`src/rtl/core/rau_pkg.sv`:
```
`timescale 1ns / 1ps
// ----------------------------------------------------------------------------
// Rational arithmetic unit package
// Shared operation codes, status codes, controller states and the command
// and status structs between controller and datapath.
// ----------------------------------------------------------------------------
package rau_pkg;

  typedef enum logic [2:0] {
    FN_ADD  = 3'd0,
    FN_MUL  = 3'd1,
    FN_DIV  = 3'd2,
    FN_EQ   = 3'd3,
    FN_NEG  = 3'd4,
    FN_ISN  = 3'd5,
    FN_RED  = 3'd6,
    FN_NONE = 3'd7
  } func_t;

  localparam logic [1:0] ST_OK   = 2'd0;
  localparam logic [1:0] ST_OVF  = 2'd1;
  localparam logic [1:0] ST_DIV0 = 2'd2;

  typedef enum logic [3:0] {
    S_IDLE,
    S_MUL0,
    S_MUL1,
    S_MUL2,
    S_MUL3,
    S_SUM,
    S_GSTART,
    S_GWAIT,
    S_QNSTART,
    S_QNWAIT,
    S_QDSTART,
    S_QDWAIT,
    S_OUT
  } state_t;

  // Datapath commands from the controller
  typedef struct packed {
    logic       load;      // capture input word
    logic [1:0] mul_sel;   // which product to form (0..2)
    logic       mul_go;    // register product for mul_sel
    logic       sum_go;    // form final num/den and checks
    logic       g_init;    // start gcd: p=|n|, q=|d|
    logic       div_start; // start divider on current operands
    logic [1:0] div_mode;  // 0 gcd step, 1 n/g, 2 d/g
    logic       div_take;  // accept divider result
    logic       out_load;  // load output register
  } cmd_t;

  // Datapath status to the controller
  typedef struct packed {
    logic [2:0] func;
    logic       skip_red;  // no reduction needed
    logic       q_zero;    // gcd loop finished
    logic       div_done;
  } sts_t;

endpackage

```
`src/rtl/core/rau_ctrl.sv`:
```
`timescale 1ns / 1ps
// ----------------------------------------------------------------------------
// Rational arithmetic controller
// Sequences products, range checks, the gcd loop and the two divisions.
// ----------------------------------------------------------------------------
module rau_ctrl
  import rau_pkg::*;
(
  input  logic clk,
  input  logic rst_n,
  input  logic in_fire,
  input  logic out_busy,
  input  sts_t sts,
  output cmd_t cmd,
  output logic idle
);

  state_t state_r, state_nxt;
  logic [1:0] nprod;

  // Number of products per operation
  always_comb begin
    case (func_t'(sts.func))
      FN_ADD:                 nprod = 2'd3;
      FN_MUL, FN_DIV, FN_EQ:  nprod = 2'd2;
      FN_ISN:                 nprod = 2'd1;
      default:                nprod = 2'd0;
    endcase
  end

  // Next state; S_MUL3 lets the last product settle before the sum
  always_comb begin
    state_nxt = state_r;
    unique case (state_r)
      S_IDLE:    if (in_fire) state_nxt = S_MUL0;
      S_MUL0:    state_nxt = (nprod > 2'd1) ? S_MUL1 : S_MUL3;
      S_MUL1:    state_nxt = (nprod > 2'd2) ? S_MUL2 : S_MUL3;
      S_MUL2:    state_nxt = S_MUL3;
      S_MUL3:    state_nxt = S_SUM;
      S_SUM:     state_nxt = S_GSTART;
      S_GSTART:  state_nxt = sts.skip_red ? S_OUT : S_GWAIT;
      S_GWAIT:   begin
        if (sts.q_zero) state_nxt = S_QNSTART;
        else if (sts.div_done) state_nxt = S_GWAIT;
      end
      S_QNSTART: state_nxt = S_QNWAIT;
      S_QNWAIT:  if (sts.div_done) state_nxt = S_QDSTART;
      S_QDSTART: state_nxt = S_QDWAIT;
      S_QDWAIT:  if (sts.div_done) state_nxt = S_OUT;
      S_OUT:     if (!out_busy) state_nxt = S_IDLE;
      default:   state_nxt = S_IDLE;
    endcase
  end

  // Outputs
  logic gw_run_r;
  always_comb begin
    cmd = '0;
    idle = 1'b0;
    unique case (state_r)
      S_IDLE:    begin idle = 1'b1; cmd.load = in_fire; end
      S_MUL0:    begin cmd.mul_go = (nprod != 2'd0); cmd.mul_sel = 2'd0; end
      S_MUL1:    begin cmd.mul_go = 1'b1; cmd.mul_sel = 2'd1; end
      S_MUL2:    begin cmd.mul_go = (nprod > 2'd2); cmd.mul_sel = 2'd2; end
      S_SUM:     cmd.sum_go = 1'b1;
      S_GSTART:  cmd.g_init = 1'b1;
      S_GWAIT:   begin
        cmd.div_mode = 2'd0;
        cmd.div_take = sts.div_done;
        cmd.div_start = !sts.q_zero && (!gw_run_r || sts.div_done) && !sts.div_done;
      end
      S_QNSTART: begin cmd.div_mode = 2'd1; cmd.div_start = 1'b1; end
      S_QNWAIT:  begin cmd.div_mode = 2'd1; cmd.div_take = sts.div_done; end
      S_QDSTART: begin cmd.div_mode = 2'd2; cmd.div_start = 1'b1; end
      S_QDWAIT:  begin cmd.div_mode = 2'd2; cmd.div_take = sts.div_done; end
      S_OUT:     cmd.out_load = !out_busy;
      default:   ;
    endcase
  end

  // Tracks whether a gcd division is in flight
  logic gw_run_nxt;
  always_comb begin
    gw_run_nxt = gw_run_r;
    if (cmd.div_start && cmd.div_mode == 2'd0) gw_run_nxt = 1'b1;
    else if (cmd.div_take && cmd.div_mode == 2'd0) gw_run_nxt = 1'b0;
  end

  always_ff @(posedge clk) begin
    if (!rst_n) begin
      state_r  <= S_IDLE;
      gw_run_r <= 1'b0;
    end else begin
      state_r  <= state_nxt;
      gw_run_r <= gw_run_nxt;
    end
  end

  a_load_idle: assert property (@(posedge clk) disable iff (!rst_n)
    cmd.load |-> state_r == S_IDLE) else $error("load outside idle");
  a_out_once: assert property (@(posedge clk) disable iff (!rst_n)
    cmd.out_load |=> state_r == S_IDLE) else $error("output not followed by idle");
  a_div_excl: assert property (@(posedge clk) disable iff (!rst_n)
    !(cmd.div_start && cmd.div_take)) else $error("divider start and take together");

endmodule

```
`config.mk`:
```
export PLATFORM = sky130hd
export DESIGN_NAME = rau_ctrl
export DESIGN_NICKNAME = d
export VERILOG_FILES = /design/src/rtl/core/rau_pkg.sv /design/src/rtl/core/rau_ctrl.sv
export SDC_FILE = /design/constraint.sdc
export NUM_CORES = 1
export LEC_CHECK = 0
export ABC_CLOCK_PERIOD_IN_PS = 2300
export BUFFER_PORTS_ARGS = -buffer_cell sky130_fd_sc_hd__buf_4
export CAP_MARGIN = 20
export CORE_AREA = 3 3 40 42
export CTS_BUF_LIST = sky130_fd_sc_hd__clkbuf_8
export DETAILED_ROUTE_END_ITERATION = 16
export DIE_AREA = 0 0 43 45
export PLACE_DENSITY_LB_ADDON = 0.12
export SYNTH_ARGS = -nofsm -noshare
export SYNTH_HDL_FRONTEND = slang
export SYNTH_SLANG_ARGS = --single-unit
```
`constraint.sdc`:
```
create_clock -name clk -period 2.3 [get_ports clk]
set_input_delay 0.115 -clock clk [delete_from_list [all_inputs] [get_ports clk]]
set_output_delay 0.115 -clock clk [all_outputs]
set_load 0.01 [all_outputs]
```
==> Word-level counts from Yosys, hierarchy flattened <==
Index checks and enable logic that the tools add are counted.
{ "totals": {"regBits": 5, "elab_cells": 67, "output_inout_bits": 12} }
{ "classes": {"reduce_logical": 20, "eq_ne": 21, "magnitude_cmp": 2, "n_mux": 22} }
{ "op_table": {"columns": ["cell", "count"], "rows": [
  ["$pmux 4 s13", 1],
  ["$mux 4", 7],
  ["$eq 4x4->1 const B", 5],
  ["$eq 4x3->1 const B", 4],
  ["$pmux 3 s3", 1],
  ["$eq 4x2->1 const B", 2],
  ["$mux 1", 8],
  ["$ne 2x2->1 const B", 4],
  ["$eq 3x2->1 const B", 2],
  ["$mux 3", 2],
  ["$pmux 2 s3", 1],
  ["$reduce_or 2->1", 3],
  ["$reduce_or 3->1", 2],
  ["$reduce_and 5->1", 1],
  ["$eq 4x1->1 const B", 1],
  ["$logic_and 1x1->1", 4],
  ["$logic_not 1->1", 4],
  ["$logic_not 4->1", 1],
  ["$pmux 2 s2", 1],
  ["$reduce_bool 2->1", 2],
  ["$eq 3x1->1 const B", 1],
  ["$eq 3x3->1 const B", 1],
  ["$logic_not 3->1", 1],
  ["$ne 3x3->1 const B", 1],
  ["other kinds (5)", 5]
]} }

==> Longest topological paths before layout <==
Gate-level depths: netlist of run 1.
{ "depth": {"depth_word": 7, "depth_mapped": 7, "depth_no_buf": 5} }

==> Worst setup path after synthesis of run 1 <==
OpenSTA, ideal clock, no wires.
{ "synth_timing": {"path_type": "flip-flop to flip-flop", "from": "register state_r[1]", "to": "register state_r[1]", "path_slack_ps": 652, "path_stages_with_launch": 7, "required_ps": 2241, "arrival_ps": 1589, "path_cell_list": "dfxtp_1 > buf_6 > inv_2 > nor4_1 > a211oi_1 > o32ai_1 > and2_1"} }
{ "synth_between": {"elab_chain_len": 3} }
{ "synth_rtl": {"columns": ["element", "line_no", "rtl"], "rows": [
  ["start, declared", "rau_ctrl.sv:18", "state_t state_r, state_nxt;"],
  ["start signal, assigned", "rau_ctrl.sv:94", "state_r <= state_nxt;"],
  ["$eq 4x3->1 (tied with other cells)", "rau_ctrl.sv:34", "unique case (state_r)"],
  ["$ne 3x3->1 (no source line) or $ne 2x2->1 (tied branches)", null, null],
  ["$reduce_and 5->1 (no source line)", null, null]
]} }
Several ways; a longest one is shown, not always the timed one.
A chain may end at the register's enable or synchronous reset.

==> impl_metrics.ini, run 1 <==
[critical_path]
crit_path_start_kind = flop
critical_path_class = flop to primary output
crit_required_ps = 2180
crit_path_end_kind = primary output
crit_fanout = 13
cp_slowest_cell = dfxtp_1
worstPathCellList = nand3b_4 -> or4b_1 -> o22ai_1 -> buf_4
critPathMaxStageDelay_ps = 600
worstPathArrival_ps = 1850

[timing]
fin_crit_sh_pct = 85.5
setup_viol_count_final = 0
rsz0062_at_grt = false
max_freq_ghz = 0.509
holdWs_ps = 133
fin_crit_ps = 1970
worstMarginPinSlew_ps = 459
skew_ps = 2.10
slew_viol_final = 0
slew_headroom_pct = 69.2
worst_slack_ps = 335
setup-tns-final_ps = 0
hold_viol_final = 0

[yosys]
ys_types = 35
yosysSeqAreaShare_pct = 18.4
synth_area_per_cell_sq_um = 7.07
synthCells = 77
synth-edff-count = 0
ys_warn_count = 0
syn-num-nets = 87
ys.flop_type = dfxtp_1
ys_seq_elements = 5
ys_async_sr_fraction_pct = 0
synth.cell_area_sq_um = 544

[drt]
drc = 0
ant_nets = 0
drt_iter0_drc = 7
vias = 631
avgRoutedWirePerCell_um = 13.0
first_pass_iters = 4
viasPerCell = 5.54
wl_mm = 1.48

[die]
core_area_sq_mm = 0.00128
start_util_pct = 42.4
die_y_um = 45
core.rowCount = 13
die_area_sq_mm = 0.00194
die_w_um = 43
io_pins = 22

[final_layout]
diodes = 0
multiInputGateArea_sq_um = 393
instances_no_fill = 114
ff_latch_area_sq_um = 100
finish.utilization_pct = 58.2
final_area_sq_um = 748
fillers = 138
drive_above_1_share_pct = 32.3
synthToLayoutAreaGrowth_pct = 37.5
fin_nets = 110

[grt]
grt_max_degree = 14
grt_usage_pct = 16.6
grt_pass1_vias = 539
grt_first_pass_wirelength_mm = 2.37
grt_overflow_total = 0
antenna_found_initial = 0

[min_path]
hold_path.class = primary input to flop

[power_and_ir_drop]
seq_power_share_pct = 25.6
finalPower_mw = 0.464
pwr-share-comb_pct = 39.3
internal-power_mw = 0.304
ir_worst_vdd_mv = 0.270
leakage_nw = 0.357
clkPwrFrac_pct = 35.1
p_switching_mw = 0.159
power.density_mw_per_mm2 = 620
swShare_pct = 34.3

[job]
cap_violations = 0

[placement]
portBuffers = 21
dp_slack_ps = 479
dpl.cell_count = 110
place_area_sq_um = 703
dp_hpwl_mm = 1.13
place.gp.congestion = 0.864

[outcome]
status = complete, no violations

[cts]
clk_pin_slew_worst_paths_ps = 40
cts_sinks = 5
cts_tree = done
cts_max_level = 1
numCtsBuffers = 3
clock_path_buffers = 2
cts_hold_buf = 0
ctsRootBufferMaster = clkbuf_8
post-cts-setup-buffers = 0
clock_latency_ps = 230
cts_resized = 0
==> cell usage in the layout (no fill, tap or decap), drive strengths merged <==
cell and n:
a211oi 3, a21o 1, a21oi 2, a221oi 1
a31oi 1, and2 2, and3 1, buf 24
clkbuf 3, dfxtp 5, inv 4, mux2 1
nand2 5, nand2b 3, nand3 1, nand3b 3
nand4 1, nor2 12, nor2b 4, nor3 4
nor4 2, o21a 3, o21ai 5, o221a 1
o22ai 1, o31ai 1, o32ai 2, or4 1
or4b 1, xnor2 1
==> layer usage <==
metal,share of wire (%),up-vias,track usage [%]
met2,46,28,26.9
met4,2.0,0,7.83
met1,44,272,19.5
li1,-,327,-
met3,7.8,4,6.37
met5,0,-,0
==> area by class of cell <==
class / instances / share of cell area [%]
Timing Repair Buffer: 24 / 24.1
Sequential cell: 5 / 13.4
Multi-Input combinational cell: 63 / 52.5
Tap cell: 15 / 2.51
Clock inverter: 1 / 0.502
Clock buffer: 3 / 5.52
Inverter: 3 / 1.51
==> final timing paths <==
check | startpoint | endpoint | slack (ps) | cells past startpoint
setup / recovery | state_r[1]$_SDFFE_PN0P_ | cmd[4] | 330 | 4
hold / removal | rst_n | state_r[3]$_SDFFE_PN0P_ | 130 | 2
setup reg to reg | state_r[1]$_SDFFE_PN0P_ | state_r[1]$_SDFFE_PN0P_ | 460 | 5
hold reg to reg | gw_run_r$_SDFFE_PN0P_ | gw_run_r$_SDFFE_PN0P_ | 540 | 1
==> power groups by stage <==
| stage | clock (mW) | combinational [mW] | sequential (mW) |
|---|---|---|---|
| floorplan | 0 | 0.135 | 0.104 |
| global placement | 0 | 0.182 | 0.120 |
| detailed placement | 0 | 0.182 | 0.120 |
| CTS | 0.165 | 0.183 | 0.119 |
| global route | 0.170 | 0.201 | 0.121 |
| finish | 0.162 | 0.182 | 0.119 |
==> logic make-up (layout without fill, tap and decap cells) <==
group                  after synthesis  after routing  synth area share, %
AO/OA/AOI/OAI                       21             21                 26.7
multiplexers                         1              1                 2.07
XOR/XNOR                             1              1                 1.61
flip-flops                           5              5                 18.4
AND/OR/NAND/NOR                     40             40                 41.8
buffers and inverters                9             31                 9.42
==> cells in the mapped netlist (all sizes together), types with 3 or more instances <==
library cell | count | share of area [%]
inv | 3 | 2.1
dfxtp | 5 | 18
nor2 | 12 | 8.3
nor2b | 4 | 4.6
nor3 | 4 | 3.7
o21a | 3 | 4.1
nand3b | 3 | 6.4
nand2b | 3 | 3.4
o21ai | 5 | 4.6
buf | 5 | 6.7
a211oi | 3 | 4.1
nand2 | 5 | 3.4
==> worst max-delay path: cells and delay by family, from the launching register on <==
family	cells	cell delay, ps
simple gates	2	710
flops	1	600
compound gates	1	170
buf+inv	1	150
==> registers in the layout (all words and copies together), names as in the netlist <==
register,flops
gw_run_r,1
state_r,4
No activity file was read; power rests on OpenSTA's default activity.
==> run 2: changes to the inputs <==
--- a/config.mk
+++ b/config.mk
@@ -12,7 +12,7 @@
 export CTS_BUF_LIST = sky130_fd_sc_hd__clkbuf_8
 export DETAILED_ROUTE_END_ITERATION = 16
 export DIE_AREA = 0 0 43 45
-export PLACE_DENSITY_LB_ADDON = 0.12
+export PLACE_DENSITY = 0.75
 export SYNTH_ARGS = -nofsm -noshare
 export SYNTH_HDL_FRONTEND = slang
 export SYNTH_SLANG_ARGS = --single-unit
==> run 2 against run 1 <==
Worst hold slack better by 18 ps. Clock skew down 0.86 ps. First-iteration DRC count up 71%. Flip-flop and latch count unchanged. Die area unchanged. Clock-buffer cell count unchanged. Largest cell class unchanged. Largest power group is now clock.
==> impl_metrics.ini, run 2 (synthesis gave the netlist of run 1 again) <==
[die]
io_pins = 22
core_area_sq_mm = 0.00128
die_w_um = 43
die_area_sq_mm = 0.00194
core.rowCount = 13
die_y_um = 45
start_util_pct = 42.4

[cts]
cts_resized = 0
cts_hold_buf = 0
cts_sinks = 5
cts_max_level = 1
clock_latency_ps = 220
clock_path_buffers = 2
numCtsBuffers = 3
cts_tree = done
clk_pin_slew_worst_paths_ps = 40
post-cts-setup-buffers = 0
ctsRootBufferMaster = clkbuf_8

[drt]
vias = 615
avgRoutedWirePerCell_um = 12.4
ant_nets = 0
top_layer = met3
wl_met2_um = 649
wl_met3_um = 55
first_pass_iters = 4
viasPerCell = 5.49
wl_mm = 1.39
drt_iter0_drc = 12
m1WireLength_um = 683
drc = 0

[critical_path]
critPathMaxStageDelay_ps = 620
crit_path_end_kind = primary output
crit_required_ps = 2180
crit_fanout = 13
cp_slowest_cell = dfxtp_1
worstPathArrival_ps = 1850
worstPathCellList = nand3b_4 -> or4b_1 -> o22ai_1 -> buf_4
crit_path_start_kind = flop
critical_path_class = flop to primary output

[timing]
worst_slack_ps = 333
skew_ps = 1.24
worstMarginPinSlew_ps = 636
hold_viol_final = 0
setup-tns-final_ps = 0
rsz0062_at_grt = false
slew_headroom_pct = 57.5
fin_crit_sh_pct = 85.5
slew_viol_final = 0
setup_viol_count_final = 0
max_freq_ghz = 0.508
fin_crit_ps = 1970

[final_layout]
final_area_sq_um = 733
diodes = 0
largest_register = state_r
largest_reg_flops = 4
reg_top3 = state_r (4), gw_run_r (1)
fin_nets = 108
most-common-layout-cells = buf_4 (22), nor2_1 (12), nand2_1 (5), dfxtp_1 (5)
layout_commonest_cell = buf_4
drive_above_1_share_pct = 30.9
synthToLayoutAreaGrowth_pct = 34.7

[placement]
place.gp.congestion = 0.841
dp_hpwl_mm = 1.07
portBuffers = 21
place_area_sq_um = 688
dp_slack_ps = 473

[grt]
antenna_found_initial = 0
grt_first_pass_wirelength_mm = 2.35
grt_pass1_vias = 520
grt_usage_pct = 15.5
grt_max_degree = 22
grt_overflow_total = 0

[power_and_ir_drop]
ir_worst_vdd_mv = 0.307
leakage_nw = 0.347
power.density_mw_per_mm2 = 609

[min_path]
hold_path.class = primary input to flop

[outcome]
status = complete, no violations

[job]
cap_violations = 0
run 2: cell count changes in the layout (fill, tap and decap cells not counted):
cell / before / now
buf_4: 24 / 22
run 2: worst paths after layout:
| kind | start | end | slack (ps) | depth (start not counted) |
|---|---|---|---|---|
| setup reg to reg | state_r[1]$_SDFFE_PN0P_ | state_r[1]$_SDFFE_PN0P_ | 450 | 5 |
| setup / recovery | state_r[1]$_SDFFE_PN0P_ | cmd[4] | 330 | 4 |
| hold reg to reg | gw_run_r$_SDFFE_PN0P_ | gw_run_r$_SDFFE_PN0P_ | 530 | 1 |
| hold / removal | rst_n | state_r[0]$_SDFFE_PN0P_ | 150 | 2 |
run 2: metal layers:
| layer | track usage (%) | vias up |
|---|---|---|
| met4 | 1.81 | 0 |
| met2 | 24.0 | 13 |
| met3 | 3.59 | 0 |
| met5 | 0 | - |
| met1 | 22.6 | 281 |
| li1 | - | 321 |
run 2: stage by stage:
| step | cells | hold WS, ps | total power [mW] | utilization, % |
|---|---|---|---|---|
| 5_1_grt | 112 | 155 | 0.478 | 57.1 |
| 4_1_cts | 112 | 144 | 0.449 | 57.1 |
| 6_report | 112 | 151 | 0.447 | 57.1 |
| 2_1_floorplan | 77 | 232 | 0.239 | - |
| 3_3_place_gp | 108 | 363 | 0.290 | 53.6 |
| 3_5_place_dp | 108 | 363 | 0.291 | 53.6 |
run 2: report_power, final:
group	switching (mW)	total, mW	internal [mW]
Sequential	0.0368	0.132	0.0956
Clock	0.0433	0.158	0.114
Combinational	0.0701	0.157	0.0864
run 2: final cells by class:
cell class,count,area [sq um]
clock buffers,3,41.3
clock inverters,1,3.75
fillers,131,552
inverters,3,11.3
multi-input cells,63,393
flip-flops and latches,5,100
well taps,15,18.8
repair buffers,22,165
run 2: critical path: cells and delay by family (launching register included):
family	cells	cell delay (ps)
AOI/OAI and AO/OA	1	160
buffers and inverters	1	150
DFF	1	620
and+or+nand+nor	2	710
==> run 3: changes to the inputs <==
--- a/config.mk
+++ b/config.mk
@@ -8,11 +8,13 @@
 export ABC_CLOCK_PERIOD_IN_PS = 2300
 export BUFFER_PORTS_ARGS = -buffer_cell sky130_fd_sc_hd__buf_4
 export CAP_MARGIN = 20
-export CORE_AREA = 3 3 40 42
+export CELL_PAD_IN_SITES_DETAIL_PLACEMENT = 0
+export CELL_PAD_IN_SITES_GLOBAL_PLACEMENT = 1
+export CORE_MARGIN = 3
+export CORE_UTILIZATION = 36
 export CTS_BUF_LIST = sky130_fd_sc_hd__clkbuf_8
 export DETAILED_ROUTE_END_ITERATION = 16
-export DIE_AREA = 0 0 43 45
-export PLACE_DENSITY = 0.75
+export PLACE_DENSITY = 0.92
 export SYNTH_ARGS = -nofsm -noshare
 export SYNTH_HDL_FRONTEND = slang
 export SYNTH_SLANG_ARGS = --single-unit
==> run 3 against run 2 <==
Clock skew is 1.5 ps higher. Global-route usage decreased by 0.73 points. Setup slack got worse by 12 ps. Register-to-register slack is essentially flat. Worst hold slack worse by 4.0 ps. Die area rose by 4.1%. Largest cell class unchanged. Cell area is the same. Clock-buffer cell count stayed put. Wire length grew 1.1%. Sequential power about the same. Sequential share of layout area did not move.
==> impl_metrics.ini, run 3 (synthesis gave the netlist of run 1 again) <==
[critical_path]
crit_path_end_kind = primary output
critPathBufInv = 1
crit_fanout = 13
rr_worst_depth = 5
path_delay_family = simple AND/OR/NAND/NOR gates
critical_path_depth = 4
worstPathCellList = nand3b_4 -> or4b_1 -> o22ai_1 -> buf_4
crit_required_ps = 2180
cp_slowest_cell = dfxtp_1
critPathMaxStageDelay_ps = 620
critical_path_class = flop to primary output
crit_path_start_kind = flop
worstPathArrival_ps = 1860

[drt]
drc = 0
avgRoutedWirePerCell_um = 12.5
wl_mm = 1.40
first_pass_iters = 4
drt_iter0_drc = 9
ant_nets = 0
viasPerCell = 5.78
vias = 647

[die]
core.rowCount = 13
start_util_pct = 39.8
die_y_um = 44.9
io_pins = 22
die_w_um = 44.9
core_area_sq_mm = 0.00137
die_area_sq_mm = 0.00201

[cts]
numCtsBuffers = 3
cts_resized = 0
clock_latency_ps = 220
clock_path_buffers = 2
ctsRootBufferMaster = clkbuf_8
cts_hold_buf = 0
cts_tree = done
post-cts-setup-buffers = 0
cts_sinks = 5
cts_max_level = 1
clk_pin_slew_worst_paths_ps = 40

[final_layout]
fin_nets = 108
diodes = 0
synthToLayoutAreaGrowth_pct = 34.7
layout_commonest_cell = buf_4
largest_reg_flops = 4
reg_top3 = state_r (4), gw_run_r (1)
most-common-layout-cells = buf_4 (22), nor2_1 (12), nand2_1 (5), dfxtp_1 (5)
drive_above_1_share_pct = 30.9
largest_register = state_r
final_area_sq_um = 733

[timing]
max_freq_ghz = 0.505
slew_viol_final = 0
hold_viol_final = 0
fin_crit_ps = 1980
slew_headroom_pct = 55.7
setup-tns-final_ps = 0
skew_ps = 2.77
fin_crit_sh_pct = 86.0
rsz0062_at_grt = false
worstMarginPinSlew_ps = 663
setup_viol_count_final = 0

[placement]
place.gp.congestion = 0.802
portBuffers = 21
place_area_sq_um = 688
dp_hpwl_mm = 1.05

[job]
cap_violations = 0

[grt]
grt_usage_pct = 14.7
grt_first_pass_wirelength_mm = 2.24
met1_usage_pct = 20.7
grt_pass1_vias = 536
grt_use_met3_pct = 1.59
grt_util_met2_pct = 22.3
antenna_found_initial = 0
grt_max_degree = 22
grt_busiest_layer = met2
grt_overflow_total = 0

[power_and_ir_drop]
ir_worst_vdd_mv = 0.238
leakage_nw = 0.347
power.density_mw_per_mm2 = 610

[min_path]
whs_path_depth = 2
hold_path.class = primary input to flop

[outcome]
status = complete, no violations
==> run 3: layout make-up <==
cell class	count	area, sq um
fillers	138	633
clock inverters	1	3.75
clock buffers	3	41.3
inverters	3	11.3
multi-input cells	63	393
flip-flops and latches	5	100
well taps	15	18.8
repair buffers	22	165
==> run 3: worst register-to-register path, cell delays in order (launching register included) <==
cell and delay (ps):
dfxtp_1 620, nand3b_4 160, or4b_1 540, nand2_1 150, a211oi_1 70, o21a_1 190
==> run 3: where the power goes <==
part	leakage [nW]	internal, mW	switching, mW
combinational	0.279	0.0865	0.0708
sequential	0.0407	0.0957	0.0382
clock	0.0269	0.114	0.0418
==> run 3: path summary, 6_finish.rpt <==
path	startpoint	to	slack [ps]
worst max-delay path	state_r[1]$_SDFFE_PN0P_	cmd[4]	320
worst min register to register	gw_run_r$_SDFFE_PN0P_	gw_run_r$_SDFFE_PN0P_	540
worst min-delay path	rst_n	state_r[1]$_SDFFE_PN0P_	150
worst max register to register	state_r[1]$_SDFFE_PN0P_	state_r[0]$_SDFFE_PN0P_	460
==> run 3: stage by stage <==
step / util, % / instances / setup WS (ps) / power, mW / hold slack [ps]
finish: 53.7 / 112 / 321 / 0.447 / 147
global placement: 50.4 / 108 / 504 / 0.291 / 362
floorplan: - / 77 / 652 / 0.239 / 232
global route: 53.7 / 112 / 253 / 0.477 / 147
detailed placement: 50.4 / 108 / 477 / 0.292 / 365
CTS: 53.7 / 112 / 327 / 0.450 / 141
==> run 3: layer usage <==
layer  wire length (um)  vias to the layer above
met4                 11                        0
li1                   -                      323
met3                114                        2
met1                625                      291
met5                  0                        -
met2                651                       31
